[src/sv/evst_pkg.sv]
// Package with widths, register indexes, control types and states of the tracker.
`timescale 1ns / 1ps

package evst_pkg;

   localparam int TICKS_PER_SECOND = 1000;

   localparam int DATA_W    = 32;
   localparam int WEIGHT_W  = 17;
   localparam int WGT_FRAC  = 16;
   localparam int DIFF_W    = DATA_W + 1;
   localparam int TICKS_W   = $clog2(TICKS_PER_SECOND + 1);
   localparam int MAG_W     = DIFF_W + TICKS_W;
   localparam int CNT_W     = $clog2(MAG_W + 1);
   localparam int PROD_W    = DIFF_W + WEIGHT_W + 1;
   localparam int CSR_IDX_W = 2;

   localparam logic [WEIGHT_W-1:0] WEIGHT_ONE     = WEIGHT_W'(1 << WGT_FRAC);
   localparam logic [WEIGHT_W-1:0] WEIGHT_RESET   = WEIGHT_W'(58982);
   localparam logic [CNT_W-1:0]    DIV_LAST       = CNT_W'(MAG_W - 1);
   localparam logic [DATA_W-1:0]   RATE_MAX       = {1'b0, {(DATA_W-1){1'b1}}};
   localparam logic [DATA_W-1:0]   RATE_MIN       = {1'b1, {(DATA_W-1){1'b0}}};
   localparam logic [PROD_W-1:0]   ROUND_HALF     = PROD_W'(1 << (WGT_FRAC - 1));

   localparam logic [CSR_IDX_W-1:0] REG_VALUE_SMOOTHING     = 2'd0;
   localparam logic [CSR_IDX_W-1:0] REG_SLOPE_SMOOTHING     = 2'd1;
   localparam logic [CSR_IDX_W-1:0] REG_SLOPE_FROM_SMOOTHED = 2'd2;

   typedef struct packed {
      logic load;
      logic vmul;
      logic vfin;
      logic scale;
      logic div_step;
      logic sat;
      logic smul;
      logic sfin;
      logic commit;
   } evst_cmd_type;

   typedef struct packed {
      logic is_clear;
      logic zero_elapsed;
   } evst_sts_type;

   typedef enum logic [8:0] {
      S_IDLE  = 9'b000000001,
      S_VMUL  = 9'b000000010,
      S_VFIN  = 9'b000000100,
      S_SCALE = 9'b000001000,
      S_DIV   = 9'b000010000,
      S_SAT   = 9'b000100000,
      S_SMUL  = 9'b001000000,
      S_SFIN  = 9'b010000000,
      S_WRITE = 9'b100000000
   } evst_state_type;

endpackage

[src/sv/evst_if.sv]
// Channel interfaces of the tracker: sample requests, results and register writes.
`timescale 1ns / 1ps

interface evst_req_if import evst_pkg::*; ();
   logic              valid;
   logic              ready;
   logic              mode;
   logic [DATA_W-1:0] sample;
   logic [DATA_W-1:0] now_ms;

   modport source (output valid, mode, sample, now_ms, input ready);
   modport sink (input valid, mode, sample, now_ms, output ready);
   modport monitor (input valid, ready, mode, sample, now_ms);
endinterface

interface evst_rsp_if import evst_pkg::*; ();
   logic              valid;
   logic              ready;
   logic [DATA_W-1:0] smoothed_value;
   logic [DATA_W-1:0] smoothed_slope;
   logic              zero_interval;

   modport source (output valid, smoothed_value, smoothed_slope, zero_interval, input ready);
   modport sink (input valid, smoothed_value, smoothed_slope, zero_interval, output ready);
   modport monitor (input valid, ready, smoothed_value, smoothed_slope, zero_interval);
endinterface

interface evst_csr_if import evst_pkg::*; ();
   logic                 valid;
   logic                 ready;
   logic [CSR_IDX_W-1:0] index;
   logic [WEIGHT_W-1:0]  data;

   modport source (output valid, index, data, input ready);
   modport sink (input valid, index, data, output ready);
   modport monitor (input valid, ready, index, data);
endinterface

[src/sv/evst_datapath.sv]
// Datapath of the tracker: state, settings, shared multiplier, divider and result register.
`timescale 1ns / 1ps

module evst_datapath import evst_pkg::*; (
   input  logic                 clock,
   input  logic                 reset,
   input  evst_cmd_type         cmd,
   output evst_sts_type         sts,
   input  logic                 in_mode,
   input  logic [DATA_W-1:0]    in_sample,
   input  logic [DATA_W-1:0]    in_now_ms,
   input  logic                 csr_we,
   input  logic [CSR_IDX_W-1:0] csr_index,
   input  logic [WEIGHT_W-1:0]  csr_data,
   output logic [DATA_W-1:0]    out_value,
   output logic [DATA_W-1:0]    out_slope,
   output logic                 out_flag
);

   // Settings and tracked state.
   logic [WEIGHT_W-1:0] vsm_ff, ssm_ff;
   logic                from_sm_ff;
   logic [DATA_W-1:0]   value_ff, slope_ff, last_ff;

   // Item and working registers.
   logic                mode_ff;
   logic [DATA_W-1:0]   sample_ff, now_ff, elapsed_ff;
   logic [PROD_W-1:0]   prod_ff;
   logic [DATA_W-1:0]   nv_ff, rate_ff, slope_res_ff;
   logic                neg_ff;
   logic [MAG_W-1:0]    quo_ff;
   logic [DATA_W-1:0]   rem_ff;
   logic [DATA_W-1:0]   out_value_ff, out_slope_ff;
   logic                out_flag_ff;

   logic [WEIGHT_W-1:0]      csr_weight;
   logic signed [DIFF_W-1:0] mul_a;
   logic signed [WEIGHT_W:0] mul_w;
   logic signed [PROD_W-1:0] prod_in;
   logic [DATA_W-1:0]        blend_base;
   logic [PROD_W-1:0]        blend_acc;
   logic [DATA_W-1:0]        blend_res;
   logic [DATA_W-1:0]        target;
   logic [DIFF_W-1:0]        diff;
   logic [DIFF_W-1:0]        mag;
   logic [MAG_W-1:0]         mag_scaled;
   logic [DIFF_W-1:0]        shifted;
   logic [DIFF_W-1:0]        trial;
   logic                     fits;
   logic                     big;
   logic [DATA_W-1:0]        rate_in;
   logic [DATA_W-1:0]        new_value, new_slope;
   logic                     new_flag;

   assign sts.is_clear     = mode_ff;
   assign sts.zero_elapsed = (elapsed_ff == '0);

   assign csr_weight = (csr_data > WEIGHT_ONE) ? WEIGHT_ONE : csr_data;

   // One multiplier serves both blends: (old - new) * weight.
   always_comb begin
      if (cmd.smul) begin
         mul_a = $signed({slope_ff[DATA_W-1], slope_ff}) - $signed({rate_ff[DATA_W-1], rate_ff});
         mul_w = $signed({1'b0, ssm_ff});
      end else begin
         mul_a = $signed({value_ff[DATA_W-1], value_ff})
               - $signed({sample_ff[DATA_W-1], sample_ff});
         mul_w = $signed({1'b0, vsm_ff});
      end
      prod_in = mul_a * mul_w;
   end

   // Blend finish: new * 2^16 plus the product plus one half, then floor by 2^16.
   assign blend_base = cmd.sfin ? rate_ff : sample_ff;
   assign blend_acc  = {{(PROD_W-DATA_W-WGT_FRAC){blend_base[DATA_W-1]}}, blend_base,
                        {WGT_FRAC{1'b0}}} + prod_ff + ROUND_HALF;
   assign blend_res  = blend_acc[WGT_FRAC+DATA_W-1:WGT_FRAC];

   // Slope numerator magnitude, scaled to ticks per second.
   assign target     = from_sm_ff ? nv_ff : sample_ff;
   assign diff       = {target[DATA_W-1], target} - {value_ff[DATA_W-1], value_ff};
   assign mag        = diff[DIFF_W-1] ? (~diff + 1'b1) : diff;
   assign mag_scaled = MAG_W'(mag) * MAG_W'(TICKS_PER_SECOND);

   // One restoring division step per cycle.
   assign shifted = {rem_ff, quo_ff[MAG_W-1]};
   assign trial   = shifted - {1'b0, elapsed_ff};
   assign fits    = (shifted >= {1'b0, elapsed_ff});

   // Saturation of the quotient to the signed 32-bit range.
   always_comb begin
      big = |quo_ff[MAG_W-1:DATA_W-1];
      if (neg_ff) begin
         rate_in = big ? RATE_MIN : (~quo_ff[DATA_W-1:0] + 1'b1);
      end else begin
         rate_in = big ? RATE_MAX : quo_ff[DATA_W-1:0];
      end
   end

   always_comb begin
      if (mode_ff) begin
         new_value = '0;
         new_slope = '0;
         new_flag  = 1'b0;
      end else begin
         new_value = nv_ff;
         new_slope = sts.zero_elapsed ? slope_ff : slope_res_ff;
         new_flag  = sts.zero_elapsed;
      end
   end

   always_ff @(posedge clock) begin
      if (reset) begin
         vsm_ff     <= WEIGHT_RESET;
         ssm_ff     <= WEIGHT_RESET;
         from_sm_ff <= 1'b0;
         value_ff   <= '0;
         slope_ff   <= '0;
         last_ff    <= '0;
      end else begin
         if (csr_we) begin
            case (csr_index)
               REG_VALUE_SMOOTHING:     vsm_ff     <= csr_weight;
               REG_SLOPE_SMOOTHING:     ssm_ff     <= csr_weight;
               REG_SLOPE_FROM_SMOOTHED: from_sm_ff <= csr_data[0];
               default: ;
            endcase
         end
         if (cmd.commit) begin
            value_ff <= new_value;
            slope_ff <= new_slope;
            last_ff  <= now_ff;
         end
      end
   end

   always_ff @(posedge clock) begin
      if (cmd.load) begin
         mode_ff    <= in_mode;
         sample_ff  <= in_sample;
         now_ff     <= in_now_ms;
         elapsed_ff <= in_now_ms - last_ff;
      end
      if (cmd.vmul || cmd.smul) begin
         prod_ff <= prod_in;
      end
      if (cmd.vfin) begin
         nv_ff <= blend_res;
      end
      if (cmd.sfin) begin
         slope_res_ff <= blend_res;
      end
      if (cmd.scale) begin
         quo_ff <= mag_scaled;
         rem_ff <= '0;
         neg_ff <= diff[DIFF_W-1];
      end else if (cmd.div_step) begin
         quo_ff <= {quo_ff[MAG_W-2:0], fits};
         rem_ff <= fits ? trial[DATA_W-1:0] : shifted[DATA_W-1:0];
      end
      if (cmd.sat) begin
         rate_ff <= rate_in;
      end
      if (cmd.commit) begin
         out_value_ff <= new_value;
         out_slope_ff <= new_slope;
         out_flag_ff  <= new_flag;
      end
   end

   assign out_value = out_value_ff;
   assign out_slope = out_slope_ff;
   assign out_flag  = out_flag_ff;

endmodule

[src/sv/evst_ctrl.sv]
// Controller of the tracker: sequences one item through the datapath and owns the handshakes.
`timescale 1ns / 1ps

module evst_ctrl import evst_pkg::*; (
   input  logic         clock,
   input  logic         reset,
   input  logic         req_valid,
   output logic         req_ready,
   output logic         rsp_valid,
   input  logic         rsp_ready,
   input  evst_sts_type sts,
   output evst_cmd_type cmd
);

   evst_state_type   state_ff, state_in;
   logic [CNT_W-1:0] cnt_ff, cnt_in;
   logic             rsp_valid_ff, rsp_valid_in;
   logic             out_free;

   assign req_ready = (state_ff == S_IDLE);
   assign rsp_valid = rsp_valid_ff;
   assign out_free  = !rsp_valid_ff || rsp_ready;

   always_comb begin
      state_in     = state_ff;
      cnt_in       = cnt_ff;
      rsp_valid_in = rsp_valid_ff && !rsp_ready;
      cmd          = '0;
      case (state_ff)
         S_IDLE: begin
            if (req_valid) begin
               cmd.load = 1'b1;
               state_in = S_VMUL;
            end
         end
         S_VMUL: begin
            cmd.vmul = 1'b1;
            state_in = sts.is_clear ? S_WRITE : S_VFIN;
         end
         S_VFIN: begin
            cmd.vfin = 1'b1;
            state_in = sts.zero_elapsed ? S_WRITE : S_SCALE;
         end
         S_SCALE: begin
            cmd.scale = 1'b1;
            cnt_in    = '0;
            state_in  = S_DIV;
         end
         S_DIV: begin
            cmd.div_step = 1'b1;
            cnt_in       = cnt_ff + 1'b1;
            if (cnt_ff == DIV_LAST) begin
               state_in = S_SAT;
            end
         end
         S_SAT: begin
            cmd.sat  = 1'b1;
            state_in = S_SMUL;
         end
         S_SMUL: begin
            cmd.smul = 1'b1;
            state_in = S_SFIN;
         end
         S_SFIN: begin
            cmd.sfin = 1'b1;
            state_in = S_WRITE;
         end
         S_WRITE: begin
            if (out_free) begin
               cmd.commit   = 1'b1;
               rsp_valid_in = 1'b1;
               state_in     = S_IDLE;
            end
         end
         default: begin
            state_in = S_IDLE;
         end
      endcase
   end

   always_ff @(posedge clock) begin
      if (reset) begin
         state_ff     <= S_IDLE;
         cnt_ff       <= '0;
         rsp_valid_ff <= 1'b0;
      end else begin
         state_ff     <= state_in;
         cnt_ff       <= cnt_in;
         rsp_valid_ff <= rsp_valid_in;
      end
   end

endmodule

[src/sv/ema_value_and_slope_tracker_unit.sv]
// Top level of the EMA value and slope tracker: controller, datapath and channel wiring.
`timescale 1ns / 1ps
//
//   Channel   Direction  Beat carries
//   req_bus   in         mode, sample (Q16.16), now_ms
//   rsp_bus   out        smoothed_value, smoothed_slope, zero_interval
//   csr_bus   in         index, data (register write)
//
// An update beat spends most of its time in the 43-step restoring divider, one
// quotient bit per cycle. A beat whose elapsed time is zero skips the division and
// the slope blend; a clear beat also skips the value blend.
// Reset is synchronous; it restores the smoothing weights to 58982 and zeroes state.
// A stalled result beat waits in the output register while the next request is
// taken; that request only stalls in its last step if the result is still unread.

module ema_value_and_slope_tracker_unit import evst_pkg::*; (
   input logic       clock,
   input logic       reset,
   evst_req_if.sink  req_bus,
   evst_rsp_if.source rsp_bus,
   evst_csr_if.sink  csr_bus
);

   evst_cmd_type cmd;
   evst_sts_type sts;

   // Register writes must arrive only while the block is idle (not enforced); no stall.
   assign csr_bus.ready = 1'b1;

   // The controller walks a full update through multiply, blend, scale, divide,
   // saturate and a second blend; the datapath holds every value involved.
   evst_ctrl u_ctrl (
      .clock     (clock),
      .reset     (reset),
      .req_valid (req_bus.valid),
      .req_ready (req_bus.ready),
      .rsp_valid (rsp_bus.valid),
      .rsp_ready (rsp_bus.ready),
      .sts       (sts),
      .cmd       (cmd)
   );

   // Stored state and the output register are updated together when the
   // result beat is loaded, so a waiting result never sees a half-updated item.
   evst_datapath u_datapath (
      .clock     (clock),
      .reset     (reset),
      .cmd       (cmd),
      .sts       (sts),
      .in_mode   (req_bus.mode),
      .in_sample (req_bus.sample),
      .in_now_ms (req_bus.now_ms),
      .csr_we    (csr_bus.valid),
      .csr_index (csr_bus.index),
      .csr_data  (csr_bus.data),
      .out_value (rsp_bus.smoothed_value),
      .out_slope (rsp_bus.smoothed_slope),
      .out_flag  (rsp_bus.zero_interval)
   );

endmodule

[src/flat_wrapper.sv]
// flat-port wrapper written by rule: the top's interface ports become plain ports
module ema_value_and_slope_tracker_unit_flat import evst_pkg::*;
  (clock, reset, req_bus_valid, req_bus_mode, req_bus_sample, req_bus_now_ms, req_bus_ready, rsp_bus_valid, rsp_bus_smoothed_value, rsp_bus_smoothed_slope, rsp_bus_zero_interval, rsp_bus_ready, csr_bus_valid, csr_bus_index, csr_bus_data, csr_bus_ready);
  evst_req_if req_bus_i ();
  evst_rsp_if rsp_bus_i ();
  evst_csr_if csr_bus_i ();
  input logic clock;
  input logic reset;
  input wire logic [$bits(req_bus_i.valid)-1:0] req_bus_valid;
  input wire logic [$bits(req_bus_i.mode)-1:0] req_bus_mode;
  input wire logic [$bits(req_bus_i.sample)-1:0] req_bus_sample;
  input wire logic [$bits(req_bus_i.now_ms)-1:0] req_bus_now_ms;
  output wire logic [$bits(req_bus_i.ready)-1:0] req_bus_ready;
  output wire logic [$bits(rsp_bus_i.valid)-1:0] rsp_bus_valid;
  output wire logic [$bits(rsp_bus_i.smoothed_value)-1:0] rsp_bus_smoothed_value;
  output wire logic [$bits(rsp_bus_i.smoothed_slope)-1:0] rsp_bus_smoothed_slope;
  output wire logic [$bits(rsp_bus_i.zero_interval)-1:0] rsp_bus_zero_interval;
  input wire logic [$bits(rsp_bus_i.ready)-1:0] rsp_bus_ready;
  input wire logic [$bits(csr_bus_i.valid)-1:0] csr_bus_valid;
  input wire logic [$bits(csr_bus_i.index)-1:0] csr_bus_index;
  input wire logic [$bits(csr_bus_i.data)-1:0] csr_bus_data;
  output wire logic [$bits(csr_bus_i.ready)-1:0] csr_bus_ready;
  assign req_bus_i.valid = req_bus_valid;
  assign req_bus_i.mode = req_bus_mode;
  assign req_bus_i.sample = req_bus_sample;
  assign req_bus_i.now_ms = req_bus_now_ms;
  assign req_bus_ready = req_bus_i.ready;
  assign rsp_bus_valid = rsp_bus_i.valid;
  assign rsp_bus_smoothed_value = rsp_bus_i.smoothed_value;
  assign rsp_bus_smoothed_slope = rsp_bus_i.smoothed_slope;
  assign rsp_bus_zero_interval = rsp_bus_i.zero_interval;
  assign rsp_bus_i.ready = rsp_bus_ready;
  assign csr_bus_i.valid = csr_bus_valid;
  assign csr_bus_i.index = csr_bus_index;
  assign csr_bus_i.data = csr_bus_data;
  assign csr_bus_ready = csr_bus_i.ready;
  ema_value_and_slope_tracker_unit u_core (.clock(clock), .reset(reset), .req_bus(req_bus_i), .rsp_bus(rsp_bus_i), .csr_bus(csr_bus_i));
endmodule
[config.mk]
export PLATFORM = sky130hd
export DESIGN_NAME = ema_value_and_slope_tracker_unit_flat
export DESIGN_NICKNAME = d
export VERILOG_FILES = /design/src/sv/evst_pkg.sv /design/src/sv/evst_if.sv /design/src/sv/evst_datapath.sv /design/src/sv/evst_ctrl.sv /design/src/sv/ema_value_and_slope_tracker_unit.sv /design/src/flat_wrapper.sv
export SDC_FILE = /design/constraint.sdc
export NUM_CORES = 2
export LEC_CHECK = 0
export CAP_MARGIN = 20
export CORE_ASPECT_RATIO = 1.2
export CORE_MARGIN = 3
export CORE_UTILIZATION = 40
export CTS_CLUSTER_SIZE = 25
export DETAILED_ROUTE_END_ITERATION = 10
export DONT_BUFFER_PORTS = 1
export PLACE_DENSITY_LB_ADDON = 0.3
export REMOVE_ABC_BUFFERS = 1
export SLEW_MARGIN = 20
export SYNTH_ARGS = -nofsm -noshare
export SYNTH_HDL_FRONTEND = slang
export SYNTH_SLANG_ARGS = --single-unit
[constraint.sdc]
create_clock -name clock -period 12.7 [get_ports clock]
set_input_delay 2.54 -clock clock [delete_from_list [all_inputs] [get_ports clock]]
set_output_delay 2.54 -clock clock [all_outputs]
set_load 0.05 [all_outputs]
; ---- Yosys cells after proc, flatten, opt, wreduce, memory -nomap -nowiden
; Cells that the tools add are included.
[totals]
ff_bits = 529
in_bits = 89
output_inout_bits = 68
word_cells = 104
[classes]
addsub = 10
mul = 2
n_lt_le_gt_ge = 2
eq_ne = 15
mux = 35
n_bitwise = 2
n_reduce_logical = 14
[op_table]
columns = op, n
row1 = $mux W32, 9
row2 = $sub A32 B32 Y33, 3
row3 = $mux W43, 2
row4 = $pmux W9 S9, 1
row5 = $mux W33, 2
row6 = $sub A32 B32 Y32, 2
row7 = $add A48 B16 Y48 const B, 1
row8 = $add A48 B48 Y48, 1
row9 = $mul A33 B18 Y48, 1
row10 = $mux W9, 5
row11 = $mul A33 B7 Y40 const B, 1
row12 = $mux W17, 2
row13 = $add A33 B1 Y33 const B, 1
row14 = $ge A33 B32 Y1, 1
row15 = $not A33 Y33, 1
row16 = $add A32 B1 Y32 const B, 1
row17 = $logic_not A32 Y1, 1
row18 = $not A32 Y32, 1
row19 = $gt A17 B17 Y1 const B, 1
row20 = $mux W1, 13
row21 = $pmux W6 S2, 1
row22 = $reduce_or A12 Y1, 1
row23 = $eq A9 B1 Y1 const B, 1
row24 = $eq A9 B2 Y1 const B, 1
row25 = other kinds (19), 26

; ---- Logic depth before layout (Yosys ltp)
[logic_depth]
depth_word = 7
ltp_mapped = 41
mapped_depth_nobuf = 40

; ---- Cells and area by module
; A second synthesis with hierarchy kept.
[hier_totals]
hier_cells = 5968
hier_area_um2 = 54731.2
[modules_own_cells]
columns = mod, n_inst, cells_per_inst, area_per_inst_um2, seq_area_each_um2
row1 = evst_datapath, 1, 5854, 53766.6, 13292.7
row2 = evst_ctrl, 1, 112, 953.4, 320.3
row3 = ema_value_and_slope_tracker_unit, 1, 2, 11.3, 0.0

; ---- Worst setup path after synthesis
; No wires, ideal clock.
[synth_timing]
kind = reg-to-reg
startpoint = register u_core.u_datapath.sample_ff[0]
endpoint = register u_core.u_datapath.prod_ff[47], data pin
setup_ns = 0.268
t_arrival_ns = 8.891
required_time_ns = 12.432
path_slack_ns = 3.541
path_stages_with_launch = 38
n_path_buf = 1
synth_period_minus_slack_ns = 9.159
path_cell_list = edfxtp_1 -> ha_1 -> inv_1 -> fa_1 -> a211oi_1 -> o21bai_1 -> a311o_1 -> a221o_1 -> a211oi_1 -> o41ai_1 -> a21oi_1 -> nor2b_1 -> o21a_1 -> o21a_1 -> nor3_1 -> buf_2 -> a22oi_1 -> fa_1 -> (+2 left out) -> inv_1 -> fa_1 -> inv_1 -> fa_1 -> fa_1 -> inv_1 -> fa_1 -> inv_1 -> ha_1 -> a21oi_1 -> nor2_1 -> a211o_1 -> a21oi_1 -> o21ai_0 -> a41oi_1 -> a21oi_1 -> a21oi_1 -> xnor3_1
[synth_between]
elab_chain_cells = 3
[synth_lines]
columns = item, line_no
row1 = from (decl), evst_datapath.sv:27  ; logic [DATA_W-1:0] sample_ff, now_ff, elapsed_ff;
row2 = from (signal assigned), evst_datapath.sv:140  ; sample_ff <= in_sample;
row3 = $sub A32 B32 Y33, evst_datapath.sv:67  ; - $signed({sample_ff[DATA_W-1], sample_ff});
row4 = $mux W33, evst_datapath.sv:62  ; if (cmd.smul) begin
row5 = $mul A33 B18 Y48, evst_datapath.sv:70  ; prod_in = mul_a * mul_w;
row6 = via u_core.u_datapath.prod_in[47], evst_datapath.sv:39  ; logic signed [PROD_W-1:0] prod_in;
row7 = to (signal assigned), evst_datapath.sv:145  ; prod_ff <= prod_in;
row8 = to (decl), evst_datapath.sv:28  ; logic [PROD_W-1:0] prod_ff;
; The timed path passes the listed nets, and every way through them passes these cells.
; A chain may end at the register's enable or synchronous reset.

; ---- Worst setup path after layout
; Ends and elaborated chain as after synthesis.

==> results.cfg <==
[logic_synthesis]
yosysSeqAreaShare_pct = 25.3
ys_seq_elements = 514
synth_top_flop_cell = edfxtp_1
synth.mux.area_fraction_pct = 1.45
synth_area_leaders = fa_1 24%, edfxtp_1 19%, ha_1 9.0%
ys_types = 101
synthSimpleGateAreaFrac_pct = 14.8
synth_adder_area_share_pct = 32.6
synth-xor-area-share_pct = 5.03
avgSynthCellArea_um2 = 9.05
synth_top_family_by_area = adder cells
synth_compound_area_share_pct = 12.4
synth_most_common_cell = inv_1
synth_top_area_share_pct = 23.6
synthCells = 5949
synth_edf_count = 332
yosysTopAreaCell = fa_1
synth_common_cells = 1,003 x inv_1, 862 x nand2_1, 634 x fa_1
synth_area_um2 = 53800
async_flop_share_pct = 0
yosys_warnings = 0

[critical_path]
crit_arrival_ns = 10.91
crit_fanout = 8
slowest_stage = a21oi_1
cpPeakStageDelay_ns = 0.86
critical_path_class = flop to flop
r2r_setup_slack_ns = 2.21
critPathLaunchType = flop
crit_required_ns = 13.13
reg2reg_from = u_core.u_datapath.sample_ff[0]$_DFFE_PP_
worstRegToRegCells = 36
cpMostUsedCell = fa_1
endpoint_kind = flop
r2r-end = u_core.u_datapath.prod_ff[47]$_DFFE_PP_

[timing]
fin_skew_ns = 0.106
slew_headroom_pct = 21.6
fmax_mhz = 95.4
rsz0062_at_grt = false
final.period_utilization_pct = 82.6
finalCriticalPeriod_ns = 10.49
finalMaxSlewViolations = 0
worstMarginPinSlew_ns = 1.17
setup_viol = 0
finalHoldViolCount = 0
fin_ws_ns = 2.21

[die]
start_util_pct = 40.5
die_w_um = 341
coreArea_um2 = 133000
placement_rows = 146
dieHeight_um = 408
io_pins = 157
dieArea_um2 = 139000

[global_route]
grt_max_degree = 146
antenna_found_initial = 17
grt_pass1_vias = 41558
overflow = 0
grt_usage_pct = 21.7
grt_pass1_wl_um = 237000

[cells_and_area]
num-nets-final = 6987
seq_area_um2 = 13600
fillCellCount = 12925
post-route-util_pct = 43.6
drive_gt1_share_pct = 4.34
syn2layout_area_growth_pct = 7.69
multi_input_area_um2 = 35800

[detailed_routing]
final_antenna_net_count = 0
drt-wirelength-per-cell_um = 19.6
viasPerCell = 5.33
drt_iter0_markers = 2908
vias = 41146
first_pass_iters = 6
routed_wl_um = 151000
route.detailed.drc = 0

[placed_design]
place_congestion = 0.916
pre_cts_ws_ns = 2.25
post-dp-hpwl_um = 120000
portBuffers = 0

[clocking]
hold_buffers = 0
cts_buffers = 57
cts_resized = 0
cts_setup_buffers = 0
htree_levels = 2
cts_tree = built
clkTransAtPathRegs_ns = 0.06
clkSinkCount = 514
clockBufferDepth = 3
cts_root_buf = clkbuf_16
clock_latency_ns = 0.72

[min_path]
hold_end = u_core.u_datapath.last_ff[22]$_SDFFE_PP0P_
hold_path_class = flop to flop
hold_path_depth = 2
hp-start = u_core.u_datapath.last_ff[22]$_SDFFE_PP0P_

[run_status]
status = completed

[flow_run]
maxCapViolCount = 0
## state kept, by name, summed over array words and instances (netlist names), 17 cells and up
signal and flops:
u_core.u_datapath.last_ff 32, u_core.u_datapath.slope_ff 32, u_core.u_datapath.nv_ff 32, u_core.u_datapath.prod_ff 33, u_core.u_datapath.rem_ff 32, u_core.u_datapath.ssm_ff 17
u_core.u_datapath.elapsed_ff 32, u_core.u_datapath.rate_ff 32, u_core.u_datapath.out_value 32, u_core.u_datapath.value_ff 32, u_core.u_datapath.sample_ff 32, u_core.u_datapath.now_ff 32
u_core.u_datapath.quo_ff 43, u_core.u_datapath.vsm_ff 17, u_core.u_datapath.slope_res_ff 32, u_core.u_datapath.out_slope 32
## logic make-up after synthesis
family / Yosys count
fa+ha+maj: 1023
buf+inv: 1207
flops: 514
simple gates: 1776
mux: 78
other cells: 1
compound gates: 1047
xor+xnor: 303
## metal layers
layer	up-vias	GRT usage (%)	part of all wire, %
li1	19252	-	-
met1	20278	27.4	40
met2	1329	37.2	49
met3	281	3.92	7.5
met4	6	7.62	3.8
met5	-	0	0.021
## area by class of cell
cell class	instances	area share (%)
clock inverters	35	0.615
repair buffers	72	0.941
well taps	1776	3.83
diodes	12	0.0518
clock buffers	73	2.80
flip-flops and latches	514	23.5
inverters	1006	6.52
multi-input cells	4228	61.7
## layout by cell type, fill, tap and decap left out, types with 113 or more instances in the layout
master / netlist / layout
dfxtp_1: 182 / 181
edfxtp_1: 332 / 332
ha_1: 385 / 385
fa_1: 634 / 634
nand2_1: 862 / 859
a21oi_1: 342 / 338
xor2_1: 113 / 113
inv_1: 1003 / 1002
o21ai_0: 232 / 232
nor2_1: 400 / 396
xnor2_1: 185 / 185
## how the worst max path moves through the flow
stage | startpoint | endpoint
after floorplan | u_core.u_ctrl.state_ff[3]$_SDFFE_PP0P_ | u_core.u_datapath.prod_ff[47]$_DFFE_PP_
after global placement | u_core.u_datapath.value_ff[0]$_SDFFE_PP0P_ | u_core.u_datapath.prod_ff[47]$_DFFE_PP_
after detailed placement | u_core.u_datapath.sample_ff[0]$_DFFE_PP_ | u_core.u_datapath.prod_ff[47]$_DFFE_PP_
after CTS | u_core.u_datapath.sample_ff[0]$_DFFE_PP_ | u_core.u_datapath.prod_ff[47]$_DFFE_PP_
after global routing | u_core.u_datapath.sample_ff[0]$_DFFE_PP_ | u_core.u_datapath.prod_ff[47]$_DFFE_PP_
final | u_core.u_datapath.sample_ff[0]$_DFFE_PP_ | u_core.u_datapath.prod_ff[47]$_DFFE_PP_
## through the flow
stage                     setup TNS, ns  hold WS (ns)  cells  instance area [µm²]
after detailed placement              0         0.442   7595                55900
final                                 0         0.449   7716                58000
after floorplan                  -0.565         0.430   5748                53000
after global routing                  0         0.467   7706                57900
after global placement                0         0.436   7595                55900
after CTS                             0         0.450   7703                57900
## worst max-delay path, delay by kind of cell, from the launching register on
family | cells | cell delay [ns]
AO/OA/AOI/OAI | 15 | 4.52
XOR/XNOR | 2 | 0.54
adder cells (fa/ha/maj) | 9 | 3.95
buffers and inverters | 6 | 0.30
flip-flops | 1 | 0.38
AND/OR/NAND/NOR | 4 | 0.57
Power is left out: the tool's default activity adds up to more than one toggle a clock period on the data nets, which glitch-free logic cannot reach.
